`src/rtl/assert_macros.svh`:
```
// Shared assertion macros for the byte ring FIFO.
`ifndef ASSERT_MACROS_SVH
`define ASSERT_MACROS_SVH

// Check an implication on every clock edge outside reset.
`define BRFO_ASSERT(label, prop, msg) \
    label: assert property (@(posedge aclk) disable iff (!aresetn) prop) else $error(msg);

// Check that a condition never holds outside reset.
`define BRFO_NEVER(label, cond, msg) \
    label: assert property (@(posedge aclk) disable iff (!aresetn) !(cond)) else $error(msg);

`endif

```
`src/rtl/brfo_pkg.sv`:
```
package brfo_pkg;

    // Ring geometry
    localparam int DEPTH = 256;
    localparam int PTR_W = (DEPTH > 2) ? $clog2(DEPTH) : 1;
    localparam int LVL_W = PTR_W + 1;

    // Operation codes
    localparam logic [1:0] OP_PUSH  = 2'd0;
    localparam logic [1:0] OP_POP   = 2'd1;
    localparam logic [1:0] OP_FLUSH = 2'd2;

    typedef logic [PTR_W-1:0] ptr_t;
    typedef logic [LVL_W-1:0] lvl_t;

    typedef struct packed {
        logic [1:0] op;
        logic [7:0] write_data;
    } brfo_in_t;

    typedef struct packed {
        logic [7:0] read_data;
        logic       read_valid;
        logic       write_accepted;
        logic       dropped_oldest;
        logic [7:0] fill_level;
    } brfo_out_t;

    // Advance a pointer with wrap at the last slot
    function automatic ptr_t next_slot(input ptr_t p);
        ptr_t r;
        if (p == PTR_W'(DEPTH - 1)) begin
            r = '0;
        end else begin
            r = p + ptr_t'(1);
        end
        return r;
    endfunction

    // Bytes held between read and write pointer
    function automatic lvl_t level_of(input ptr_t wp, input ptr_t rp);
        lvl_t l;
        if (wp >= rp) begin
            l = lvl_t'(wp) - lvl_t'(rp);
        end else begin
            l = LVL_W'(DEPTH) - lvl_t'(rp) + lvl_t'(wp);
        end
        return l;
    endfunction

endpackage

```
`src/rtl/brfo_ram.sv`:
```
module brfo_ram #(
    parameter int DATA_W = 8,
    parameter int ADDR_W = 8,
    parameter int WORDS  = 256
) (
    input  logic              aclk,
    input  logic              we,
    input  logic [ADDR_W-1:0] waddr,
    input  logic [DATA_W-1:0] wdata,
    input  logic              re,
    input  logic [ADDR_W-1:0] raddr,
    output logic [DATA_W-1:0] rdata
);

    logic [DATA_W-1:0] mem [WORDS];
    logic [DATA_W-1:0] rdata_reg;

    // Write port
    always_ff @(posedge aclk) begin
        if (we) begin
            mem[waddr] <= wdata;
        end
    end

    // Registered read port, holds until the next read
    always_ff @(posedge aclk) begin
        if (re) begin
            rdata_reg <= mem[raddr];
        end
    end

    assign rdata = rdata_reg;

endmodule

```
`src/rtl/byte_ring_fifo_overwrite.sv`:
```
// An input transfer is registered in stage 1 along with the store read, then in the output register.
// Throughput: one item per cycle while the output is not stalled; the single-port-per-direction byte store and the
// pointer update both complete in the accept cycle.
// Reset (aresetn low, synchronous): pointers, block_reg and all valid flags clear.
// The byte store is not cleared; no clearing pass, items are taken right after reset.
`include "assert_macros.svh"

module byte_ring_fifo_overwrite
    import brfo_pkg::*;
(
    input  logic      aclk,
    input  logic      aresetn,
    input  logic      s_valid,
    output logic      s_ready,
    input  brfo_in_t  s_data,
    output logic      m_valid,
    input  logic      m_ready,
    output brfo_out_t m_data,
    input  logic      cfg_valid,
    output logic      cfg_ready,
    input  logic      cfg_data
);

    typedef struct packed {
        logic       read_valid;
        logic       write_accepted;
        logic       dropped_oldest;
        logic [7:0] fill_level;
    } s1_flags_t;

    logic      block_reg;
    ptr_t      wp_reg, wp_next;
    ptr_t      rp_reg, rp_next;
    logic      s1_valid_reg;
    s1_flags_t s1_reg, s1_next;
    logic      m_valid_reg;
    brfo_out_t m_data_reg;
    logic      in_xfer, load_out;
    logic      full, empty;
    logic      mem_we, mem_re;
    logic [7:0] mem_rdata;

    // Configuration: always ready, write while idle
    assign cfg_ready = 1'b1;

    always_ff @(posedge aclk) begin
        if (!aresetn) begin
            block_reg <= 1'b0;
        end else if (cfg_valid) begin
            block_reg <= cfg_data;
        end
    end

    // Handshake: input moves when stage 1 is empty or the result stage can advance
    assign load_out = s1_valid_reg && (!m_valid_reg || m_ready);
    assign s_ready  = !s1_valid_reg || load_out;
    assign in_xfer  = s_valid && s_ready;

    assign full  = (next_slot(wp_reg) == rp_reg);
    assign empty = (wp_reg == rp_reg);

    // Decode the item and update pointers
    always_comb begin
        wp_next = wp_reg;
        rp_next = rp_reg;
        mem_we  = 1'b0;
        mem_re  = 1'b0;
        s1_next = '0;
        unique case (s_data.op)
            OP_PUSH: begin
                if (!(full && block_reg)) begin
                    if (full) begin
                        rp_next = next_slot(rp_reg);
                        s1_next.dropped_oldest = 1'b1;
                    end
                    mem_we  = in_xfer;
                    wp_next = next_slot(wp_reg);
                    s1_next.write_accepted = 1'b1;
                end
            end
            OP_POP: begin
                if (!empty) begin
                    mem_re  = in_xfer;
                    rp_next = next_slot(rp_reg);
                    s1_next.read_valid = 1'b1;
                end
            end
            OP_FLUSH: begin
                wp_next = '0;
                rp_next = '0;
            end
            default: begin
            end
        endcase
        s1_next.fill_level = 8'(level_of(wp_next, rp_next));
    end

    always_ff @(posedge aclk) begin
        if (!aresetn) begin
            wp_reg <= '0;
            rp_reg <= '0;
        end else if (in_xfer) begin
            wp_reg <= wp_next;
            rp_reg <= rp_next;
        end
    end

    // Byte store
    brfo_ram #(
        .DATA_W (8),
        .ADDR_W (PTR_W),
        .WORDS  (DEPTH)
    ) u_ram (
        .aclk  (aclk),
        .we    (mem_we),
        .waddr (wp_reg),
        .wdata (s_data.write_data),
        .re    (mem_re),
        .raddr (rp_reg),
        .rdata (mem_rdata)
    );

    // Stage 1: wait for the store read
    always_ff @(posedge aclk) begin
        if (!aresetn) begin
            s1_valid_reg <= 1'b0;
        end else if (s_ready) begin
            s1_valid_reg <= s_valid;
        end
    end

    always_ff @(posedge aclk) begin
        if (in_xfer) begin
            s1_reg <= s1_next;
        end
    end

    // Output register: hold until the transfer
    always_ff @(posedge aclk) begin
        if (!aresetn) begin
            m_valid_reg <= 1'b0;
        end else if (!m_valid_reg || m_ready) begin
            m_valid_reg <= s1_valid_reg;
        end
    end

    always_ff @(posedge aclk) begin
        if (load_out) begin
            m_data_reg.read_data      <= s1_reg.read_valid ? mem_rdata : 8'd0;
            m_data_reg.read_valid     <= s1_reg.read_valid;
            m_data_reg.write_accepted <= s1_reg.write_accepted;
            m_data_reg.dropped_oldest <= s1_reg.dropped_oldest;
            m_data_reg.fill_level     <= s1_reg.fill_level;
        end
    end

    assign m_valid = m_valid_reg;
    assign m_data  = m_data_reg;

    // Checks
    `BRFO_ASSERT(a_flush_clears, (in_xfer && s_data.op == OP_FLUSH) |=> (wp_reg == '0 && rp_reg == '0), "flush left a pointer set")
    `BRFO_ASSERT(a_empty_pop_holds, (in_xfer && s_data.op == OP_POP && empty) |=> $stable(rp_reg), "pop on empty moved the read pointer")
    `BRFO_ASSERT(a_stall_cause, (s1_valid_reg && !load_out) |-> (m_valid_reg && !m_ready), "stage 1 stalled with a free output")
    `BRFO_NEVER(a_flags_excl, m_valid_reg && m_data_reg.read_valid && m_data_reg.write_accepted, "result both read and wrote")

endmodule

```
`config.mk`:
```
export PLATFORM = sky130hd
export DESIGN_NAME = byte_ring_fifo_overwrite
export DESIGN_NICKNAME = d
export VERILOG_FILES = /design/src/rtl/brfo_pkg.sv /design/src/rtl/brfo_ram.sv /design/src/rtl/byte_ring_fifo_overwrite.sv
export VERILOG_INCLUDE_DIRS = /design/src /design/src/rtl
export SDC_FILE = /design/constraint.sdc
export NUM_CORES = 2
export LEC_CHECK = 0
export ABC_AREA = 1
export BUFFER_PORTS_ARGS = -buffer_cell sky130_fd_sc_hd__buf_2
export CAP_MARGIN = 20
export CORE_MARGIN = 2
export CORE_UTILIZATION = 45
export DETAILED_ROUTE_END_ITERATION = 12
export SYNTH_ARGS = -nofsm -noshare
export SYNTH_HDL_FRONTEND = slang
export SYNTH_HIERARCHICAL = 1
export SYNTH_SLANG_ARGS = --single-unit
```
`constraint.sdc`:
```
create_clock -name aclk -period 5.2 [get_ports aclk]
set_clock_uncertainty 0.05 [all_clocks]
set_input_delay 1.04 -clock aclk [delete_from_list [all_inputs] [get_ports aclk]]
set_output_delay 1.04 -clock aclk [all_outputs]
set_load 0.03 [all_outputs]
```
# [Yosys cells after proc, flatten, opt, wreduce, memory -nomap -nowiden]
# Memory sizes are Yosys's and may differ from the RTL's. A register that Yosys moved wholly into a read port is not among the register bits.
# Cells that the tools add are included.
[word_totals] register_bits=49 elab_cells=55 output_inout_bits=22 input_bits=16 ram_bits=2048 mem_count=1
[op_classes] reduce_logical=9 bitwise_logic=1 add_sub_neg=5 order_cmp=1 n_eq_ne=6 muxes=18
[memory_table] name="u_ram.mem" depth=256 word_bits=8 rd=1 rd_ports_with_merged_regs=1 wr=1 line="brfo_ram.sv:15" source="logic [DATA_W-1:0] mem [WORDS];"
[op_table] op="8-bit two-way mux" n=7
[op_table] op="8-bit case mux with 3 select lines" n=1
[op_table] op="8-bit by 1-bit adder with 8-bit output, second input constant" n=2
[op_table] op="8-bit == test" n=2
[op_table] op="8-bit == test, second input constant" n=2
[op_table] op="8-bit case mux with 2 select lines" n=1
[op_table] op="8-bit adder" n=1
[op_table] op="8-bit greater-or-equal comparator" n=1
[op_table] op="1-bit two-way mux" n=8
[op_table] op="1-bit by 8-bit subtractor with 8-bit output, first input constant" n=1
[op_table] op="8-bit subtractor" n=1
[op_table] op="1-bit logical AND" n=3
[op_table] op="2-bit by 1-bit == test with 1-bit output, second input constant" n=1
[op_table] op="2-bit == test, second input constant" n=1
[op_table] op="1-bit zero test" n=2
[op_table] op="2-bit zero test" n=1
[op_table] op="1-bit logical OR" n=2
[op_table] op="2-bit two-way mux" n=1
[op_table] op="2-bit OR reduction" n=1
[op_table] op="1-bit inverter" n=1

# [Longest topological paths before layout]
[logic_depth] depth_word=9 ltp_mapped=33 ltp_nobuf=32

# [Cells and area by module]
# The synthesis kept the hierarchy.
[modules_own_cells] mod="brfo_ram" area_each_um2=83476.3 cells_per_inst=7003 seq_area_each_um2=61739.2 instances=1
[modules_own_cells] mod="byte_ring_fifo_overwrite" area_each_um2=3273.1 cells_per_inst=455 seq_area_each_um2=1281.2 instances=1

# [Worst setup path before layout]
# OpenSTA, ideal clock, no wires.
[synth_timing] path_kind="flip-flop to flip-flop" start="reg wp_reg[0]" end="reg s1_reg[7] (netlist name) (data pin)" required_ns=4.898 n_path_buf=1 stages_incl_launch_ff=31 path_slack_ns=1.543 t_arrival_ns=3.355 setup_time_ns=0.252 period_less_slack_ns=3.657 cell_sequence="dfxtp_1 -> ha_1 -> nand3_1 -> nor2_1 -> nand2_1 -> nand2_1 -> nand3_1 -> nor2_1 -> nand2_2 -> nor2_4 -> nand2_4 -> buf_6 -> nand2_2 -> o211ai_2 -> nand2_1 -> inv_1 -> ha_1 -> a21oi_1 -> nand2_1 -> nand2_1 -> nand2_1 -> a21oi_1 -> nor2_1 -> nor2_1 -> inv_1 -> a21oi_1 -> inv_1 -> nand3_1 -> nand2_1 -> nand2_1 -> nand2_1"
[synth_lines] item="start, declared" line="byte_ring_fifo_overwrite.sv:32" source="ptr_t wp_reg, wp_next;"
[synth_lines] item="start signal, assigned" line="byte_ring_fifo_overwrite.sv:103" source="wp_reg <= wp_next;"
[synth_lines] item="end signal, assigned" line="byte_ring_fifo_overwrite.sv:134" source="s1_reg <= s1_next;"
[synth_lines] item="end, declared" line="byte_ring_fifo_overwrite.sv:35" source="s1_flags_t s1_reg, s1_next;"

# [Worst setup path in the final report]
[layout_timing] start="reg wp_reg[0]" end="mem u_ram.mem[174][4], enable pin"
[layout_between] elab_chain_len=8 word_cells_on_any_way=9 classes_between="add/sub (1); eq/ne (2); mux (5); reduce/logical (1)"
[layout_rtl] item="8-bit by 1-bit adder with 8-bit output or 8-bit == test (tied branches)" line="brfo_pkg.sv:35, brfo_pkg.sv:32"
[layout_rtl] item="8-bit two-way mux (*)" line="brfo_pkg.sv:32" source="if (p == PTR_W'(DEPTH - 1)) begin"
[layout_rtl] item="8-bit == test (*)" line="byte_ring_fifo_overwrite.sv:59" source="assign full = (next_slot(wp_reg) == rp_reg);"
[layout_rtl] item="1-bit logical AND (*)" line="byte_ring_fifo_overwrite.sv:71" source="if (!(full && block_reg)) begin"
[layout_rtl] item="1-bit two-way mux (*)" line="byte_ring_fifo_overwrite.sv:71"
[layout_rtl] item="1-bit two-way mux (*)" line="byte_ring_fifo_overwrite.sv:69" source="unique case (s_data.op)"
[layout_rtl] item="net mem_we" line="byte_ring_fifo_overwrite.sv:40" source="logic mem_we, mem_re;"
[layout_rtl] item="1-bit two-way mux (*)" line="brfo_ram.sv:20" source="if (we) begin"
[layout_rtl] item="1-bit two-way mux (implied by the code) (*)" line="brfo_ram.sv:21" source="mem[waddr] <= wdata;"
[layout_rtl] item="end, declared" line="brfo_ram.sv:15"
# Mark *: on every way through the listed nets, which the timed path passes. The rest lies on a longest branch.

==> metrics.md <==
| Metric | Value |
|---|---|
| Fill count | `about 17000` |
| Clock transition at the registers of the reported paths | `~0.060 ns` |
| Die outline height | `443 um` |
| Area of the multi-input gates | `a little over 20000 um2` |
| Global Route Usage Sum | `roughly a quarter` |
| Fin area | `approximately 96000 um2` |
| Slew @ Worst Pin | `between 1 and 1.5 ns` |
| Most frequent cells in the layout | `nand2_1 (2240), edfxtp_1 (2086), nand3_1 (2062), nor2_1 (314), clkbuf_16 (216)` |
| Skew-Pair Late Insertion Delay | `0.86 ns` |
| Pre-Repair DR Iteration Count | `5` |
| Syn Area/Cell | `about 12 um2` |
| Commonest non-fill, non-tap cell in the layout | `nand2_1` |
| DRC viols | `0` |
| Final Instance Count excl. Fillers | `about 10000` |
| Post-synth top flop | `edfxtp_1` |
| CTS Hold Buffers Added | `0` |
| Fin worst setup slack | `0.530 ns` |
| Post-synth EDFFs | `approximately 2100` |
| Crit-path max cell delay | `~0.92 ns` |
| Syn nets | `7484` |
| Slowest cell on the critical path | `nor2_1` |
| Post-DR vias/cell | `around 5.6` |
| Post-CTS Resized | `0` |
| Die width | `about 440 um` |
| CP arrival | `roughly 5.1 ns` |
| Critical Path RT | `~5.6 ns` |
| RSZ-0062 raised after global routing | `no` |
| Largest net degree at the start of global routing | `between 200 and 250` |
| CTS sink cnt | `about 2100` |
| I/O pins | `38` |
| CTS tree | `built` |
| Area post-placement | `slightly below 90000 um2` |
| Root buffer cell | `clkbuf_16` |
| Worst-path fanout max | `16` |
| Ratio of cells with drive above 1 in the final layout | `between 6 and 7%` |
| H-tree Lvls | `4` |
| Peak supply drop | `around 290 uV` |
| Post-CTS setup buffer count | `0` |
| First-pass GRT wire length | `around 350 mm` |
| PD cells | `approximately 380 nW/um2` |
| Peak Freq | `roughly 0.21 GHz` |
| Final period utilization | `roughly nine tenths` |
| Async set-reset flop share out of synthesis | `0%` |
| Yosys reg bits | `about 2100` |
| Post-DP HPWL | `approximately 140 mm` |
| Rows | `between 150 and 200` |
| CORE AREA | `approximately 190000 um2` |
| Via count | `56600` |
| Starting DRT DRC Count | `6123` |
| Syn Std Cell Area | `approximately 87000 um2` |
| CP cell instances | `buf_4 > ha_1 > nand2_2 > nor2_2 > nand2_2 > nand3_1 > nand2_1 > nand4_1 > nor2_1 > nand3_1 > nand2_1 > nor2_2 > buf_4 > nand3_1 > nor2_1` |
| Synth Instances | `7458` |
| Detailed Route WL | `~240 mm` |
| Slew margin rel. | `21.4%` |
| Leak | `between 30 and 40 nW` |
| HP Class | `reg -> reg` |
| Seq/Total Area, Yosys | `between 70% and 80%` |
| Clock buffer count from CTS | `approximately 210` |
| Die footprint | `slightly below 200000 um2` |
| Status | `completed` |
| Count of cell types in the netlist | `between 40 and 50` |
| Detail Route Antenna Nets | `0` |
| Synth top area cells | `edfxtp_1 (72%), nand3_1 (12%), nand2_1 (9.7%)` |
| # placed instances | `between 9000 and 10000` |
| CP most frequent cell | `nand3_1` |
| CP Launch Type | `flip-flop` |
| Tot Pwr | `around 37 mW` |
| Critical path endpoint category | `flip-flop` |
| Max Cap Viol | `0` |
| Routability cong. | `0.890` |
| Vias in the first global route | `roughly 54000` |
| Final hold vios | `0` |
| Fin Hold WS | `0.371 ns` |
| Crit path time final | `4.67 ns` |
| Area fraction of the dominant cell type after synthesis | `a little over 70%` |
| IO Port Bufs | `36` |
| Setup tns final | `0 ns` |
| Final Max Tran Viols | `0` |
| Initial antenna violation count | `9` |
| FF+latch area | `roughly 63000 um2` |
| Synth-to-Final Area Change | `10.3%` |
| Ys Warns | `6` |
| Yosys top cell by area | `edfxtp_1` |
| Initial Util | `between 40% and 50%` |
| Crit Path Class | `reg -> reg` |
| Largest register FFs | `approximately 2000` |
| Final setup viols | `0` |
| Pre-CTS setup slack | `between 0.6 and 0.7 ns` |
| Grt total ovfl | `0` |
| Post-DR wirelength/cell | `~24 um` |
| Fin nets | `7351` |
| Max clock buf depth | `3` |
| Final core occ | `roughly half` |
## final cells by class
type                            instances  area share (%)
Sequential cell                      2105            65.9
Multi-Input combinational cell       4734            21.7
Clock buffer                          271            5.86
Tap cell                             2526            3.30
Timing Repair Buffer                  145            1.46
Clock inverter                        119            1.27
Inverter                              127           0.534
Antenna cell                            3         0.00785
## where the power goes
group          internal, mW  switching (mW)  leakage [nW]
clock network          8.61            6.40          3.31
logic                 0.726            2.30          11.0
registers              18.7          0.0596          18.9
## final timing paths
path	start	to	slack, ns	cells after the start
setup / recovery	wp_reg[0]	u_ram/mem[174][4]	0.53	15
hold / removal	s1_reg[8]	m_data[8]	0.37	0
setup reg to reg	wp_reg[0]	u_ram/mem[174][4]	0.53	15
hold reg to reg	s1_reg[8]	m_data[8]	0.37	0
## cells by family after synthesis
| family | share of synthesized area, % |
|---|---|
| AND/OR/NAND/NOR | 23.2 |
| flip-flops | 72.6 |
| buffers and inverters | 3.47 |
| AO/OA/AOI/OAI | 0.430 |
| adder cells (fa/ha/maj) | 0.153 |
| XOR/XNOR | 0.0909 |
| other | 0.00432 |
## cell usage after synthesis, drive strengths merged, types with 2 or more instances
cell type / count
a21oi: 31
a22oi: 3
buf: 376
clkbuf: 115
clkinv: 2
dfxtp: 19
edfxtp: 2086
ha: 9
inv: 125
nand2: 2256
nand3: 2065
nand4: 8
nor2: 319
o211ai: 7
o21ai: 18
xor2: 8
## worst max-delay path, delay by kind of cell (launching register included)
family | cells | cell delay (ns)
adders and majority gates | 1 | 0.23
buffers and inverters | 2 | 0.49
DFF | 1 | 0.31
and+or+nand+nor | 12 | 3.20
## routing by layer
layer	vias up	track usage, %	routed length [um]
met2	2277	38.7	113000
li1	26100	-	-
met5	-	0	41
met1	27800	32.7	99300
met3	419	3.94	18300
met4	6	8.31	7900
Note: power is estimated with default switching activity, not from simulation.
